`config.mk`:
```
export PLATFORM = sky130hd
export DESIGN_NAME = length_prefixed_message_deframer
export DESIGN_NICKNAME = d
export VERILOG_FILES = /design/src/rtl/lpmd_pkg.sv /design/src/rtl/lpmd_parse.sv /design/src/rtl/lpmd_queue.sv /design/src/rtl/length_prefixed_message_deframer.sv
export SDC_FILE = /design/constraint.sdc
export NUM_CORES = 1
export LEC_CHECK = 0
export ABC_CLOCK_PERIOD_IN_PS = 9200
export BUFFER_PORTS_ARGS = -buffer_cell sky130_fd_sc_hd__buf_2
export CELL_PAD_IN_SITES_DETAIL_PLACEMENT = 1
export CELL_PAD_IN_SITES_GLOBAL_PLACEMENT = 1
export CORE_MARGIN = 2
export CORE_UTILIZATION = 40
export CTS_CLUSTER_DIAMETER = 100
export DETAILED_ROUTE_END_ITERATION = 10
export PLACE_DENSITY = 0.64
export SLEW_MARGIN = 20
export SYNTH_ARGS = -nofsm -noshare
export SYNTH_HDL_FRONTEND = slang
export SYNTH_SLANG_ARGS = --single-unit
```
`constraint.sdc`:
```
create_clock -name clk -period 9.2 [get_ports clk]
set_input_delay 1.38 -clock clk [delete_from_list [all_inputs] [get_ports clk]]
set_output_delay 1.38 -clock clk [all_outputs]
set_load 0.01 [all_outputs]
```
`src/rtl/lpmd_pkg.sv`:
```
package lpmd_pkg;

  localparam int unsigned IdW    = 14;
  localparam int unsigned ByteW  = 8;
  localparam int unsigned CountW = 24;

  typedef enum logic [1:0] {
    PH_HDR_HI  = 2'd0,
    PH_HDR_LO  = 2'd1,
    PH_LEN     = 2'd2,
    PH_PAYLOAD = 2'd3
  } lpmd_phase_t;

  typedef struct packed {
    logic [IdW-1:0]   msg_id;
    logic [ByteW-1:0] payload_byte;
    logic             data_valid;
    logic             last;
  } lpmd_rec_t;

  typedef struct packed {
    logic      wr_en;
    lpmd_rec_t rec;
  } lpmd_wr_t;

endpackage

```
`src/rtl/lpmd_parse.sv`:
```
module lpmd_parse
  import lpmd_pkg::*;
(
  input  logic             clk,
  input  logic             rst_n,
  input  logic             take,
  input  logic [ByteW-1:0] rx_byte,
  output lpmd_wr_t         wr
);

  lpmd_phase_t       phase_r, phase_nxt;
  logic [ByteW-1:0]  header_high_r, header_high_nxt;
  logic [IdW-1:0]    id_r, id_nxt;
  logic [1:0]        len_left_r, len_left_nxt;
  logic [CountW-1:0] remaining_r, remaining_nxt;
  logic [CountW-1:0] len_acc;
  logic [CountW-1:0] rem_dec;

  assign len_acc = {remaining_r[CountW-ByteW-1:0], rx_byte};
  assign rem_dec = remaining_r - CountW'(1);

  always_comb begin
    phase_nxt = phase_r;
    unique case (phase_r)
      PH_HDR_HI: begin
        phase_nxt = PH_HDR_LO;
      end
      PH_HDR_LO: begin
        phase_nxt = (rx_byte[1:0] == 2'd0) ? PH_HDR_HI : PH_LEN;
      end
      PH_LEN: begin
        if (len_left_r == 2'd1) begin
          phase_nxt = (len_acc == '0) ? PH_HDR_HI : PH_PAYLOAD;
        end
      end
      PH_PAYLOAD: begin
        if (rem_dec == '0) begin
          phase_nxt = PH_HDR_HI;
        end
      end
      default: begin
        phase_nxt = PH_HDR_HI;
      end
    endcase
  end

  always_comb begin
    header_high_nxt       = header_high_r;
    id_nxt                = id_r;
    len_left_nxt          = len_left_r;
    remaining_nxt         = remaining_r;
    wr.wr_en              = 1'b0;
    wr.rec.payload_byte   = '0;
    wr.rec.data_valid     = 1'b0;
    wr.rec.last           = 1'b1;
    unique case (phase_r)
      PH_HDR_HI: begin
        header_high_nxt = rx_byte;
      end
      PH_HDR_LO: begin
        id_nxt        = {header_high_r, rx_byte[ByteW-1:2]};
        len_left_nxt  = rx_byte[1:0];
        remaining_nxt = '0;
        wr.wr_en      = take && (rx_byte[1:0] == 2'd0);
      end
      PH_LEN: begin
        remaining_nxt = len_acc;
        len_left_nxt  = len_left_r - 2'd1;
        wr.wr_en      = take && (len_left_r == 2'd1) && (len_acc == '0);
      end
      PH_PAYLOAD: begin
        remaining_nxt       = rem_dec;
        wr.wr_en            = take;
        wr.rec.payload_byte = rx_byte;
        wr.rec.data_valid   = 1'b1;
        wr.rec.last         = (rem_dec == '0);
      end
      default: begin
        header_high_nxt = rx_byte;
      end
    endcase
    wr.rec.msg_id = id_nxt;
  end

  always_ff @(posedge clk) begin
    if (!rst_n) begin
      phase_r       <= PH_HDR_HI;
      header_high_r <= '0;
      id_r          <= '0;
      len_left_r    <= '0;
      remaining_r   <= '0;
    end else if (take) begin
      phase_r       <= phase_nxt;
      header_high_r <= header_high_nxt;
      id_r          <= id_nxt;
      len_left_r    <= len_left_nxt;
      remaining_r   <= remaining_nxt;
    end
  end

endmodule

```
`src/rtl/lpmd_queue.sv`:
```
module lpmd_queue
  import lpmd_pkg::*;
#(
  parameter int unsigned DEPTH = 4
)(
  input  logic      clk,
  input  logic      rst_n,
  input  lpmd_wr_t  wr,
  input  logic      pop,
  output logic      full,
  output logic      empty,
  output lpmd_rec_t head
);

  localparam int unsigned PtrW = (DEPTH > 1) ? $clog2(DEPTH) : 1;
  localparam int unsigned CntW = $clog2(DEPTH + 1);
  localparam logic [PtrW-1:0] LastPtr = PtrW'(DEPTH - 1);

  lpmd_rec_t       mem_r [DEPTH];
  logic [PtrW-1:0] wr_ptr_r, wr_ptr_nxt;
  logic [PtrW-1:0] rd_ptr_r, rd_ptr_nxt;
  logic [CntW-1:0] count_r, count_nxt;
  logic            do_wr, do_rd;

  assign full  = (count_r == CntW'(DEPTH));
  assign empty = (count_r == '0);
  assign do_wr = wr.wr_en && !full;
  assign do_rd = pop && !empty;
  assign head  = mem_r[rd_ptr_r];

  always_comb begin
    wr_ptr_nxt = wr_ptr_r;
    rd_ptr_nxt = rd_ptr_r;
    count_nxt  = count_r;
    if (do_wr) begin
      wr_ptr_nxt = (wr_ptr_r == LastPtr) ? '0 : wr_ptr_r + PtrW'(1);
    end
    if (do_rd) begin
      rd_ptr_nxt = (rd_ptr_r == LastPtr) ? '0 : rd_ptr_r + PtrW'(1);
    end
    if (do_wr && !do_rd) begin
      count_nxt = count_r + CntW'(1);
    end else if (do_rd && !do_wr) begin
      count_nxt = count_r - CntW'(1);
    end
  end

  always_ff @(posedge clk) begin
    if (do_wr) begin
      mem_r[wr_ptr_r] <= wr.rec;
    end
  end

  always_ff @(posedge clk) begin
    if (!rst_n) begin
      wr_ptr_r <= '0;
      rd_ptr_r <= '0;
      count_r  <= '0;
    end else begin
      wr_ptr_r <= wr_ptr_nxt;
      rd_ptr_r <= rd_ptr_nxt;
      count_r  <= count_nxt;
    end
  end

endmodule

```
`src/rtl/length_prefixed_message_deframer.sv`:
```
// Deframes a byte stream of length-prefixed messages, one byte per request.
// Input side: a byte on in_rx_byte is taken at a clock edge where push is high
// and full is low. Each message is a big-endian 16-bit header (14-bit id, 2-bit
// length-field size), a big-endian length of 0 to 3 bytes, then the payload.
// Result side: while empty is low the oldest result is on the out_ ports, and
// it is taken at an edge where pop is high. Each payload byte gives one result
// tagged with its message id and a last flag; an empty message gives a single
// result with data_valid low and last high; header and length bytes give no other.
// A result is written into the queue at the edge that takes its byte, and one
// byte can be taken in every cycle in which full is low.
// Results wait in a DEPTH-entry queue; if the receiver stalls, full rises once
// the queue holds DEPTH results and input is held off until pop frees a place.
// Reset empties the queue and returns the parser to waiting for a header.
module length_prefixed_message_deframer
  import lpmd_pkg::*;
#(
  parameter int unsigned DEPTH = 4
)(
  input  logic             clk,
  input  logic             rst_n,
  input  logic             push,
  output logic             full,
  input  logic [ByteW-1:0] in_rx_byte,
  output logic             empty,
  input  logic             pop,
  output logic [IdW-1:0]   out_msg_id,
  output logic [ByteW-1:0] out_payload_byte,
  output logic             out_data_valid,
  output logic             out_last
);

  logic      take;
  lpmd_wr_t  wr;
  lpmd_rec_t head;

  assign take = push && !full;

  lpmd_parse u_parse (
    .clk     (clk),
    .rst_n   (rst_n),
    .take    (take),
    .rx_byte (in_rx_byte),
    .wr      (wr)
  );

  lpmd_queue #(
    .DEPTH (DEPTH)
  ) u_queue (
    .clk   (clk),
    .rst_n (rst_n),
    .wr    (wr),
    .pop   (pop),
    .full  (full),
    .empty (empty),
    .head  (head)
  );

  assign out_msg_id       = head.msg_id;
  assign out_payload_byte = head.payload_byte;
  assign out_data_valid   = head.data_valid;
  assign out_last         = head.last;

  a_full_empty_excl: assert property (@(posedge clk) disable iff (!rst_n)
    !(full && empty))
    else $error("queue reports full and empty together");

  a_wr_into_empty: assert property (@(posedge clk) disable iff (!rst_n)
    (wr.wr_en && empty) |=> !empty)
    else $error("result written into an empty queue was lost");

  a_marker_is_last: assert property (@(posedge clk) disable iff (!rst_n)
    (wr.wr_en && !wr.rec.data_valid) |-> wr.rec.last)
    else $error("empty-message marker without last");

  a_full_holds: assert property (@(posedge clk) disable iff (!rst_n)
    (full && !pop) |=> full)
    else $error("full queue drained without a pop");

endmodule

```
---- Word-level counts from Yosys, hierarchy flattened ----
Memory sizes are Yosys's and may differ from the RTL's. A register that Yosys moved wholly into a read port is not among the register bits.
Cells that the tools add are included.
cells by class
  reduce and logical (&&, ||, !) cells .... 24
  add/subtract/negate cells ............... 6
  multiplexer cells ....................... 18
  equal/unequal tests ..................... 9
operators by type and width
  kind                                                   number
  case mux 24 bit (3 select lines)                       1
  logical NOT 24 bit                                     2
  subtractor 24 x 1 -> 24 bit, second input constant     1
  two-way mux 2 bit                                      8
  two-way mux 14 bit                                     1
  two-way mux 10 bit                                     1
  equality test 2 bit, second input constant             4
  logical AND 1 bit                                      8
  case mux 2 bit (4 select lines)                        1
  two-way mux 3 bit                                      2
  AND reduction 2 bit                                    3
  adder 2 x 1 -> 2 bit, second input constant            2
  equality test 2 x 1 -> 1 bit, second input constant    2
  logical NOT 1 bit                                      4
  logical NOT 2 bit                                      2
  inequality test 2 x 1 -> 1 bit, second input constant  2
  case mux 2 bit (2 select lines)                        1
  nonzero test 2 bit                                     2
  adder 3 x 1 -> 3 bit, second input constant            1
  equality test 3 bit, second input constant             1
  logical NOT 3 bit                                      1
  case mux 1 bit (3 select lines)                        1
  AND reduction 3 bit                                    1
  nonzero test 3 bit                                     1
  other kinds (3)                                        4
storage, ports and cells
  memories ................................ 1
  output and inout bits ................... 26
  flip-flop bits (word level) ............. 57
  RAM bits ................................ 96
  word-level logic and storage cells ...... 66
  bits of input ports ..................... 12
memories
  memory         depth  bits a word  rd ports  clocked after memory_dff  write ports  line              RTL
  u_queue.mem_r  4      24           1         1                         1            lpmd_queue.sv:19  lpmd_rec_t mem_r [DEPTH];

---- Depth between registers and ports, before layout ----
Gate-level depths: netlist of the first run.
  word-level depth ........................ 11
  depth in mapped cells ................... 14
  depth with buffers taken out ............ 13

---- Cells and area by module ----
Synthesis of the first run repeated with hierarchy kept, for this count alone.
unflattened totals
  cell total of the unflattened synthesis .. 581
  area, all modules ....................... 7,148.1 µm²
by module, submodules not included
  module                            seq. area each (µm²)  cells an instance  area an instance (µm²)  times used
  lpmd_queue                        3,062.9               177                3,966.3                 1
  lpmd_parse                        1,001.0               403                3,168.0                 1
  length_prefixed_message_deframer  0.0                   1                  13.8                    1

---- Worst setup path before layout of the first run ----
Ideal clock, no wire load.
  kind .................................... input-to-reg
  start point ............................. in in_rx_byte[7]
  end point ............................... reg u_queue.count_r[2]
  slack ................................... 5.375 ns
  library setup time ...................... 0.076 ns
  required time ........................... 9.124 ns
  stages .................................. 11
  arrival ................................. 3.749 ns
  path buffers ............................ 0
  cell sequence ........................... nor4b_1 nand4_1 nor2_2 nand3_2 a2111oi_4 ha_1 inv_1 fa_1 xor2_1 or3_1 a21boi_0
on the way
  longest elaborated chain between the ends .. 7
  elaborated cells between the ends (all ways) .. 9
  those cells by class .................... mux (2); reduce/logical (7)
RTL lines
  item                               line                                    RTL
  from (decl)                        length_prefixed_message_deframer.sv:23  input logic [ByteW-1:0] in_rx_byte,
  logical NOT 24 bit *               lpmd_parse.sv:69                        wr.wr_en = take && (len_left_r == 2'd1) && (len_acc == '0);
  logical AND 1 bit *                lpmd_parse.sv:69
  case mux 1 bit (3 select lines) *  lpmd_parse.sv:56                        unique case (phase_r)
  logical AND 1 bit *                lpmd_queue.sv:27                        assign do_wr = wr.wr_en && !full;
  net u_queue.do_wr                  lpmd_queue.sv:23                        logic do_wr, do_rd;
  logical NOT 1 bit                  lpmd_queue.sv:43                        end else if (do_rd && !do_wr) begin
  logical AND 1 bit                  lpmd_queue.sv:43
  nonzero test 2 bit (no line)       --
  to (signal assigned)               lpmd_queue.sv:62                        count_r <= count_nxt;
  to (decl)                          lpmd_queue.sv:22                        logic [CntW-1:0] count_r, count_nxt;
The timed path passes the listed nets; every way through them passes the cells marked *.
A chain may end at the register's enable or synchronous reset.

---- Worst setup path after layout of the first run ----
Ends and elaborated chain as after synthesis.

==> impl_metrics.csv, run 1 <==
group,metric,value,unit
global_route,antenna_found_initial,0,
global_route,grt_overflow_total,0,
finish,layout-drive-gt1-share,22.2,%
timing,min_period,3.84,ns
timing,drv_slew,0,
yosys,synth-seq-area-share,55.7,%
clocking,cts_sinks,155,
global_route,use_met3,4.11,%
setup_path,critPathLaunchType,"primary input",
job,cap_violations,0,
finish,fin_nets,624,
finish,multiInputGateArea,0.00298,mm^2
finish,area_growth_syn_to_layout,12.6,%
floorplan,die_h,139,um
worst_hold_path,holdCritPathClass,"reg2reg",
yosys,postSynthAreaPerCell,12.7,um^2
setup_path,r2r-start,"u_parse.remaining_r[5]",
floorplan,start_util,40.7,%
finish,utilization,45.9,%
timing,skew,0.0125,ns
detailed_routing,routed_wl,18200,um
yosys,synthCells,576,
timing,rsz0062_at_grt,"false",
yosys,synth_cell_types,70,
floorplan,die_area,0.0193,mm^2
timing,fin_setup_tns,0,ns
worst_hold_path,worstHoldEndpoint,"u_parse.header_high_r[2]",
setup_path,endpoint_kind,"flip-flop",
worst_hold_path,whs_path_depth,2,
timing,period_share,41.7,%
yosys,yosysWarnings,0,
timing,setup_viol,0,
clocking,clk_pin_slew,0.07,ns
detailed_routing,drt_iter0_markers,244,
setup_path,path_max_fanout,7,
detailed_routing,ant_nets,0,
timing,slew-limit-headroom,33.8,%
global_route,track_usage,19.6,%
finish,fin_cells,838,
timing,finalHoldViolations,0,
clocking,postCtsHoldBufs,0,
detailed_routing,vias_per_cell,5.79,
clocking,cts.repair.resized,0,
clocking,root_buffer,"clkbuf_16",
clocking,cts_made_buffers,17,
detailed_routing,via_count,4853,
global_route,grt_most_used_layer,"met2",
clocking,clk_latency,0.44,ns
pwr,peakVddDrop,158,uV
yosys,async_flop_share,0,%
worst_hold_path,hold_start,"u_parse.header_high_r[2]",
yosys,synth_edf_count,96,
clocking,cts.htree.levels,4,
finish,seqCellArea,0.00407,mm^2
pwr,p_total,2.04,mW
yosys,yosysTopAreaCell,"edfxtp_1",
global_route,grt_max_degree,60,
detailed_routing,drtPass1Iterations,4,
finish,fill_cells,1843,
setup_path,cp.required,9.56,ns
global_route,grt_pass1_wl,29500,um
yosys,ys.flop_type,"edfxtp_1",
pwr,leakage,3.01,nW
clocking,cts_setup_buffers,0,
clocking,ctsLongestPathBuffers,2,
timing,worst_slew_pin_slew,0.993,ns
setup_path,reg2reg_depth,11,
clocking,cts_tree,"yes",
floorplan,die_w,139,um
detailed_routing,drt-wirelength-per-cell,21.7,um
placed_design,place.gp.congestion,0.834,
yosys,syn_area,0.00729,mm^2
detailed_routing,drc,0,
yosys,synth_area_leaders,"edfxtp_1, dfxtp_1, mux4_2",
yosys,synth_top_area_share,39.5,%
floorplan,num_rows,49,
floorplan,core,0.0179,mm^2
outcome,outcome,"complete, no violations",
setup_path,r2r_slack,5.68,ns
setup_path,path_class,"in2reg",
placed_design,portBuffers,37,
global_route,use_met2,33.1,%
placed_design,dp_hpwl,11800,um
global_route,grt_pass1_vias,5181,
floorplan,io_pins,38,
global_route,grt_use_met1,25.7,%
placed_design,dp.cells,806,
pwr,p_per_area,249,mW/mm^2
finish,n_antenna_cell,0,
timing,fmax,261,MHz
setup_path,reg2reg_to,"u_queue.count_r[2]",
yosys,synthesis.nets,604,
yosys,ys_ff_latch,155,
setup_path,crit_arrival,4.20,ns
[final cells by class]
type | count | area share [%]
clock inverters | 14 | 2.00
flip-flops and latches | 155 | 49.5
inverters | 14 | 0.640
multi-input cells | 364 | 36.2
clock buffers | 18 | 5.23
well taps | 229 | 3.49
repair buffers | 44 | 2.90
[report_power, final]
part	internal, mW	switching [mW]	leakage (nW)
logic	0.219	0.276	1.34
registers	0.786	0.0630	1.39
clock network	0.385	0.316	0.282
total	1.39	0.656	3.01
[flip-flops by register name, indices dropped and copies added, names as in the netlist, named ones only]
register,flops
u_parse.phase_r,2
u_queue.mem_r,96
u_parse.len_left_r,2
u_parse.remaining_r,24
u_parse.header_high_r,8
u_queue.rd_ptr_r,2
u_queue.wr_ptr_r,2
u_queue.count_r,3
u_parse.id_r,14
[kinds of logic (layout without fill, tap and decap cells)]
| group | after synthesis | in the layout | share of synthesized area [%] |
|---|---|---|---|
| adder cells (fa/ha/maj) | 16 | 16 | 2.85 |
| AO/OA/AOI/OAI | 117 | 117 | 11.8 |
| XOR/XNOR | 11 | 11 | 1.32 |
| AND/OR/NAND/NOR | 175 | 175 | 14.2 |
| buffers and inverters | 57 | 90 | 3.52 |
| multiplexers | 45 | 45 | 10.5 |
| flip-flops | 155 | 155 | 55.7 |
[synthesized netlist by cell type, drive strengths merged (14+ instances only)]
cell	count
edfxtp	96
mux2	14
o211a	16
or3	17
o21ai	35
nand2	33
clkbuf	28
mux4	24
and2	25
dfxtp	59
ha	15
a21oi	15
nor2	25
nor3	14
buf	15
[per-stage QoR]
stage	hold slack, ns	setup WS, ns	area (um^2)
after floorplan	0.440	5.38	7290
after global placement	0.464	5.01	7620
after detailed placement	0.466	4.90	7620
after CTS	0.480	5.35	8210
after global routing	0.506	5.13	8210
final	0.475	5.36	8210
[metal layers]
metal / vias up / wire, um / share of wire (%)
met1: 2506 / 8260 / 45
met4: 0 / 242 / 1.3
met3: 23 / 578 / 3.2
met2: 89 / 9140 / 50
li1: 2235 / - / -
met5: - / 0 / 0
[worst max-delay path, stage by stage]
cell and delay, ns:
buf_2 0.14, nor4b_1 0.33, nand4_1 0.18, nor2_2 0.14, nand3_2 0.10, a2111oi_4 0.57
ha_1 0.29, inv_1 0.06, fa_1 0.38, xor2_1 0.18, or3_1 0.30, a21boi_0 0.15
[worst max-delay path by stage]
| stage | from | to | cells past startpoint |
|---|---|---|---|
| finish | in_rx_byte[7] | u_queue.count_r[2] | 12 |
| global route | in_rx_byte[7] | u_queue.count_r[2] | 12 |
| CTS | in_rx_byte[7] | u_queue.count_r[2] | 12 |
| detailed placement | in_rx_byte[7] | u_queue.count_r[2] | 12 |
| global placement | in_rx_byte[7] | u_queue.count_r[2] | 12 |
| floorplan | in_rx_byte[7] | u_queue.count_r[2] | 11 |
[cell usage in the layout (no fill, tap or decap), types with 4 or more instances in the layout]
master      n
buf_2      37
clkinv_4    5
ha_1       15
and2_2      4
nor4_1      5
nor2_1     23
nand3_1    11
o211a_1    16
nor3b_1     7
edfxtp_1   96
buf_4       7
mux4_2     24
inv_1      12
nor2b_1     7
clkbuf_16  17
dfxtp_1    58
a21boi_0   10
mux2_2     14
nand2b_1    5
nand2_1    33
or3_1      17
nor3_1     12
o31ai_1     4
a21oi_1    15
o21ai_0    33
xnor2_1     7
a221oi_1    8
mux2i_1     7
and2_1     21
xor2_1      4
Note: power is estimated with default switching activity, not from simulation.
==> inputs of run 2 (changes only) <==
Settings changed: ABC_AREA set to 1, ABC_CLOCK_PERIOD_IN_PS 9200 to 3620, PLACE_DENSITY 0.64 to 0.68.
Clock period 9.2 ns to 3.62 ns, I/O delays scaled along.
==> run 2 against run 1 <==
Net effect:
- die area down 2.9%
- cell area down 1.8%
- sequential share of layout area up 0.88 points
- sequential power rose to 2.7 times the previous value
- synthesized cell count up 35%
- largest cell class unchanged
==> impl_metrics.csv, run 2 <==
group,metric,value,unit
clocking,clk_latency,0.43,ns
detailed_routing,routed_wl,19300,um
detailed_routing,via_count,5756,
worst_hold_path,hold_start,"u_parse.id_r[12]",
detailed_routing,drtPass1Iterations,5,
clocking,clk_pin_slew,0.06,ns
placed_design,dpl_cell_area,0.00749,mm^2
global_route,grt_pass1_wl,30900,um
yosys,synth_cell_types,33,
clocking,cts_made_buffers,17,
floorplan,num_rows,48,
yosys,yosysMostFrequentCell,"nand2_1",
clocking,cts_sinks,155,
finish,largest_register_ffs,96,
placed_design,portBuffers,37,
finish,top_register,"u_queue.mem_r",
clocking,postCtsHoldBufs,0,
yosys,synth_common_cells,"nand2_1, nor2_1, edfxtp_1, o21ai_0, inv_1",
setup_path,r2r-start,"u_parse.remaining_r[0]",
yosys,synth-seq-area-share,57.4,%
placed_design,dp.cells,1014,
detailed_routing,drt_iter0_markers,286,
worst_hold_path,worstHoldEndpoint,"u_parse.id_r[12]",
yosys,synth_edf_count,96,
yosys,synthCells,777,
timing,fin_ws,0.551,ns
finish,fin_cells,1046,
setup_path,path_max_fanout,8,
setup_path,r2r_slack,0.55,ns
finish,layout-drive-gt1-share,11.7,%
timing,drv_slew,0,
floorplan,die_w,137,um
clocking,cts.htree.levels,4,
yosys,async_flop_share,0,%
finish,n_antenna_cell,0,
setup_path,reg2reg_to,"u_queue.count_r[2]",
setup_path,crit_arrival,3.39,ns
yosys,synth_area_leaders,"edfxtp_1, dfxtp_1, o21ai_0",
placed_design,dp_hpwl,12700,um
finish,layout_common_cells,"nand2_1, nor2_1, edfxtp_1, o21ai_0, inv_1",
timing,skew,0.0117,ns
yosys,syn_area,0.00707,mm^2
finish,area_growth_syn_to_layout,14.0,%
detailed_routing,ant_nets,0,
finish,fin_nets,836,
setup_path,path_class,"reg2reg",
yosys,yosysWarnings,0,
clocking,root_buffer,"clkbuf_16",
yosys,postSynthAreaPerCell,9.10,um^2
placed_design,place.gp.congestion,0.822,
timing,fmax,326,MHz
setup_path,critPathLaunchType,"flip-flop",
placed_design,pre_cts_ws,0.445,ns
detailed_routing,vias_per_cell,5.50,
setup_path,endpoint_kind,"flip-flop",
floorplan,core,0.0173,mm^2
clocking,cts_setup_buffers,0,
floorplan,die_area,0.0188,mm^2
setup_path,cp.required,3.94,ns
timing,rsz0062_at_grt,"false",
detailed_routing,drc,0,
global_route,grt_max_degree,49,
worst_hold_path,holdCritPathClass,"reg2reg",
finish,layout_commonest_cell,"nand2_1",
yosys,synthesis.nets,805,
setup_path,reg2reg_depth,15,
yosys,ys.flop_type,"edfxtp_1",
finish,utilization,46.6,%
timing,finalHoldViolations,0,
clocking,ctsLongestPathBuffers,2,
yosys,ys_ff_latch,155,
timing,slew-limit-headroom,45.5,%
floorplan,io_pins,38,
timing,fin_setup_tns,0,ns
global_route,track_usage,21.7,%
finish,reg_top3,"u_queue.mem_r x96, u_parse.remaining_r x24, u_parse.id_r x14",
global_route,antenna_found_initial,1,
job,cap_violations,0,
floorplan,die_h,137,um
clocking,cts.repair.resized,0,
worst_hold_path,whs_path_depth,2,
timing,worst_slew_pin_slew,0.817,ns
global_route,grt_pass1_vias,5997,
timing,period_share,84.8,%
floorplan,start_util,40.9,%
timing,setup_viol,0,
detailed_routing,drt-wirelength-per-cell,18.4,um
yosys,synth_top_area_share,40.7,%
timing,min_period,3.07,ns
clocking,cts_tree,"yes",
pwr,p_per_area,831,mW/mm^2
outcome,outcome,"complete, no violations",
yosys,yosysTopAreaCell,"edfxtp_1",
finish,design_area,0.00807,mm^2
global_route,grt_overflow_total,0,
pwr,leakage,3.11,nW
pwr,peakVddDrop,356,uV
-- run 2: cell types whose count changed after synthesis, sizes merged, moves of 14 or more --
cell   delta
nor2     +93
nand2    +86
inv      +67
o21ai    +57
a21oi    +39
and2     -24
mux4     -24
nand3    +22
o22ai    +22
or3      -17
o211a    -15
mux2     -14
-- run 2: critical path, stage by stage, from the launching register on --
cell	delay, ns
dfxtp_1	0.33
inv_1	0.19
ha_1	0.19
inv_1	0.04
nor4_1	0.29
nand3_1	0.20
o21ai_0	0.19
nand3_1	0.29
inv_1	0.16
ha_1	0.15
inv_1	0.06
fa_1	0.38
a21oi_1	0.14
o21ai_0	0.11
o21ai_0	0.16
a21oi_1	0.06
-- run 2: area by class of cell --
| cell class | instances | area (um^2) |
|---|---|---|
| Inverter | 79 | 297 |
| Clock inverter | 13 | 140 |
| Sequential cell | 155 | 4060 |
| Fill cell | 2038 | 9230 |
| Clock buffer | 19 | 433 |
| Multi-Input combinational cell | 505 | 2570 |
| Tap cell | 225 | 282 |
| Timing Repair Buffer | 50 | 283 |
-- run 2: worst max path at each step --
stage	startpoint	endpoint	slack, ns	depth (start not counted)
floorplan	in_rx_byte[1]	u_queue.mem_r[0][0]	0.77	7
global placement	in_rx_byte[7]	u_queue.count_r[2]	0.47	15
detailed placement	in_rx_byte[7]	u_queue.count_r[2]	0.44	15
CTS	u_parse.remaining_r[0]	u_queue.count_r[2]	0.51	15
global route	u_parse.remaining_r[0]	u_queue.count_r[2]	0.24	15
finish	u_parse.remaining_r[0]	u_queue.count_r[2]	0.55	15
-- run 2: cells by family after synthesis --
group | synth area share (%)
XOR/XNOR | 0.371
adder cells (fa/ha/maj) | 2.94
AO/OA/AOI/OAI | 16.3
buffers and inverters | 6.40
flip-flops | 57.4
AND/OR/NAND/NOR | 16.6
-- run 2: report_power, final --
part / leakage (nW) / internal, mW / switching (mW) / total, mW
sequential: 1.37 / 2.13 / 0.162 / 2.29
combinational: 1.47 / 0.826 / 1.84 / 2.67
clock: 0.273 / 1.02 / 0.725 / 1.74
total: 3.11 / 3.97 / 2.73 / 6.70
-- run 2: metrics by stage --
| stage | hold slack [ns] | total power [mW] |
|---|---|---|
| final | 0.447 | 6.70 |
| after global routing | 0.476 | 7.20 |
| after CTS | 0.438 | 6.76 |
| after detailed placement | 0.444 | 4.99 |
| after global placement | 0.435 | 4.89 |
| after floorplan | 0.424 | 4.15 |
-- run 2: layer usage --
metal	vias up	global-route usage (%)	part of all wire, %
met5	-	0	0.067
met4	2	7.85	1.8
met3	21	4.56	3.6
met2	104	37.7	51
met1	2879	26.6	44
li1	2750	-	-
==> inputs of run 3 (changes only) <==
Settings changed: ABC_AREA 1 to 0, ABC_CLOCK_PERIOD_IN_PS 3620 to 2900, PLACE_DENSITY 0.68 to 0.64.
Clock period 3.62 ns to 2.9 ns, I/O delays scaled along.
==> run 3 against run 2 <==
Net effect:
- first-iteration DRC count is 22% higher
- cell area is 6.8% higher
- worst setup slack worse by 0.45 ns
- combinational power is 33% lower
- sequential power is 14% higher
- via count is 12% lower
- critical path depth is 2 lower
==> impl_metrics.csv, run 3 (same netlist as run 1, synthesis figures left out) <==
group,metric,value,unit
outcome,outcome,"complete, no violations",
detailed_routing,drt-wirelength-per-cell,21.4,um
placed_design,portBuffers,37,
placed_design,place.gp.congestion,0.900,
pwr,p_per_area,772,mW/mm^2
timing,fin_setup_tns,0,ns
setup_path,reg2reg_depth,13,
setup_path,reg2reg_to,"u_queue.count_r[2]",
setup_path,path_class,"reg2reg",
clocking,cts_sinks,155,
clocking,clk_pin_slew,0.07,ns
placed_design,dp_hpwl,12500,um
global_route,grt_pass1_wl,30800,um
timing,slew-limit-headroom,30.2,%
finish,layout_commonest_cell,"edfxtp_1",
setup_path,r2r-start,"u_parse.remaining_r[0]",
placed_design,dpl_cell_area,0.00797,mm^2
detailed_routing,routed_wl,18900,um
clocking,root_buffer,"clkbuf_16",
floorplan,die_h,139,um
setup_path,path_cells,"inv_2 > ha_1 > nor4b_4 > nand4_1 > nor2_2 > nand3_2 > a2111oi_4 > ha_2 > inv_1 > fa_2 > xor2_1 > or3_1 > a21boi_1",
finish,reg_top3,"u_queue.mem_r x96, u_parse.remaining_r x24, u_parse.id_r x14",
detailed_routing,via_count,5041,
global_route,grt_pass1_vias,5413,
setup_path,slowest_stage,"a2111oi_4",
setup_path,path_max_fanout,3,
floorplan,core,0.0179,mm^2
floorplan,die_area,0.0193,mm^2
job,cap_violations,0,
global_route,grt_overflow_total,0,
clocking,ctsLongestPathBuffers,2,
finish,fill_cells,1850,
pwr,peakVddDrop,503,uV
timing,rsz0062_at_grt,"true",
timing,finalHoldViolations,0,
finish,top_register,"u_queue.mem_r",
finish,largest_register_ffs,96,
timing,fmax,357,MHz
setup_path,r2r_slack,0.1,ns
floorplan,io_pins,38,
pwr,leakage,3.24,nW
timing,period_share,96.6,%
timing,whs,0.450,ns
setup_path,cp_slowest_stage_delay,0.34,ns
finish,layout-drive-gt1-share,28.4,%
finish,n_antenna_cell,0,
setup_path,crit_arrival,3.18,ns
setup_path,cp.required,3.27,ns
finish,fin_nets,666,
setup_path,critPathLaunchType,"flip-flop",
timing,worst_slew_pin_slew,1.05,ns
floorplan,start_util,40.7,%
clocking,cts_made_buffers,17,
finish,area_growth_syn_to_layout,18.1,%
finish,design_area,0.00861,mm^2
finish,utilization,48.1,%
floorplan,num_rows,49,
detailed_routing,drc,0,
timing,drv_slew,0,
floorplan,die_w,139,um
clocking,clk_latency,0.44,ns
detailed_routing,drtPass1Iterations,5,
worst_hold_path,hold_start,"in_rx_byte[3]",
timing,skew,0.00909,ns
detailed_routing,drt_iter0_markers,350,
finish,layout_common_cells,"edfxtp_1, dfxtp_1, buf_4, buf_2",
setup_path,endpoint_kind,"flip-flop",
worst_hold_path,whs_path_depth,4,
timing,min_period,2.80,ns
timing,setup_viol,0,
clocking,cts_tree,"yes",
worst_hold_path,holdCritPathClass,"in2reg",
worst_hold_path,worstHoldEndpoint,"u_parse.header_high_r[3]",
global_route,antenna_found_initial,0,
clocking,cts.htree.levels,4,
clocking,postCtsHoldBufs,0,
global_route,track_usage,20.7,%
detailed_routing,vias_per_cell,5.73,
global_route,grt_max_degree,60,
detailed_routing,ant_nets,0,
## run 3: cell types whose count changed in the layout (fill, tap and decap cells not counted), sizes merged, moves of 24 or more
cell / change
a21oi: -39
mux4: +24
buf: +36
and2: +24
inv: -63
nand2: -86
o21ai: -57
nor2: -93
## run 3: worst max-delay path: cells and delay by family (launching register included)
kind | cells | cell delay [ns]
buffers and inverters | 2 | 0.12
DFF | 1 | 0.32
adders and majority gates | 3 | 0.73
and+or+nand+nor | 5 | 0.92
xor gates and xnor gates | 1 | 0.18
AOI/OAI and AO/OA | 2 | 0.47
## run 3: through the flow
stage	instances	power, mW	setup slack [ns]
finish	880	6.65	0.0977
global route	880	6.98	-0.0848
CTS	880	6.71	-0.00785
detailed placement	847	4.41	-0.103
global placement	847	4.35	-0.0108
floorplan	576	3.85	0.00396
## run 3: worst max-delay path by stage
stage | from | to | slack [ns]
after floorplan | u_parse.remaining_r[5] | u_queue.count_r[2] | 0.004
after global placement | in_rx_byte[3] | u_queue.count_r[2] | -0.01
after detailed placement | in_rx_byte[3] | u_queue.count_r[2] | -0.10
after CTS | u_parse.remaining_r[0] | u_queue.count_r[2] | -0.008
after global routing | u_parse.remaining_r[0] | u_queue.count_r[2] | -0.08
final | u_parse.remaining_r[0] | u_queue.count_r[2] | 0.1
## run 3: what timing repair did
action                                  CTS  global route
endpoints found under the setup margin    1             6
buffers inserted                          1             0
pin swaps                                 5             4
gates resized for setup                   3             2
## run 3: report_power, final
part / leakage [nW] / internal, mW / switching, mW
Sequential: 1.39 / 2.49 / 0.106
Combinational: 1.56 / 0.777 / 1.01
Clock: 0.287 / 1.23 / 1.03
## run 3: layout make-up
cell class | count | area, um^2 | share of cell area, %
clock buffer | 17 | 425 | 4.94
clock inverter | 15 | 181 | 2.11
inverter | 14 | 52.6 | 0.610
multi-input combinational | 364 | 3010 | 34.9
sequential | 155 | 4070 | 47.2
tap | 229 | 287 | 3.33
timing repair buffer | 86 | 591 | 6.86
## run 3: per-layer routing
layer  share of wire, %  track usage (%)
met2                 48             33.6
met5                  0                0
met4                2.2             7.60
met3                4.4             4.52
met1                 46             27.4
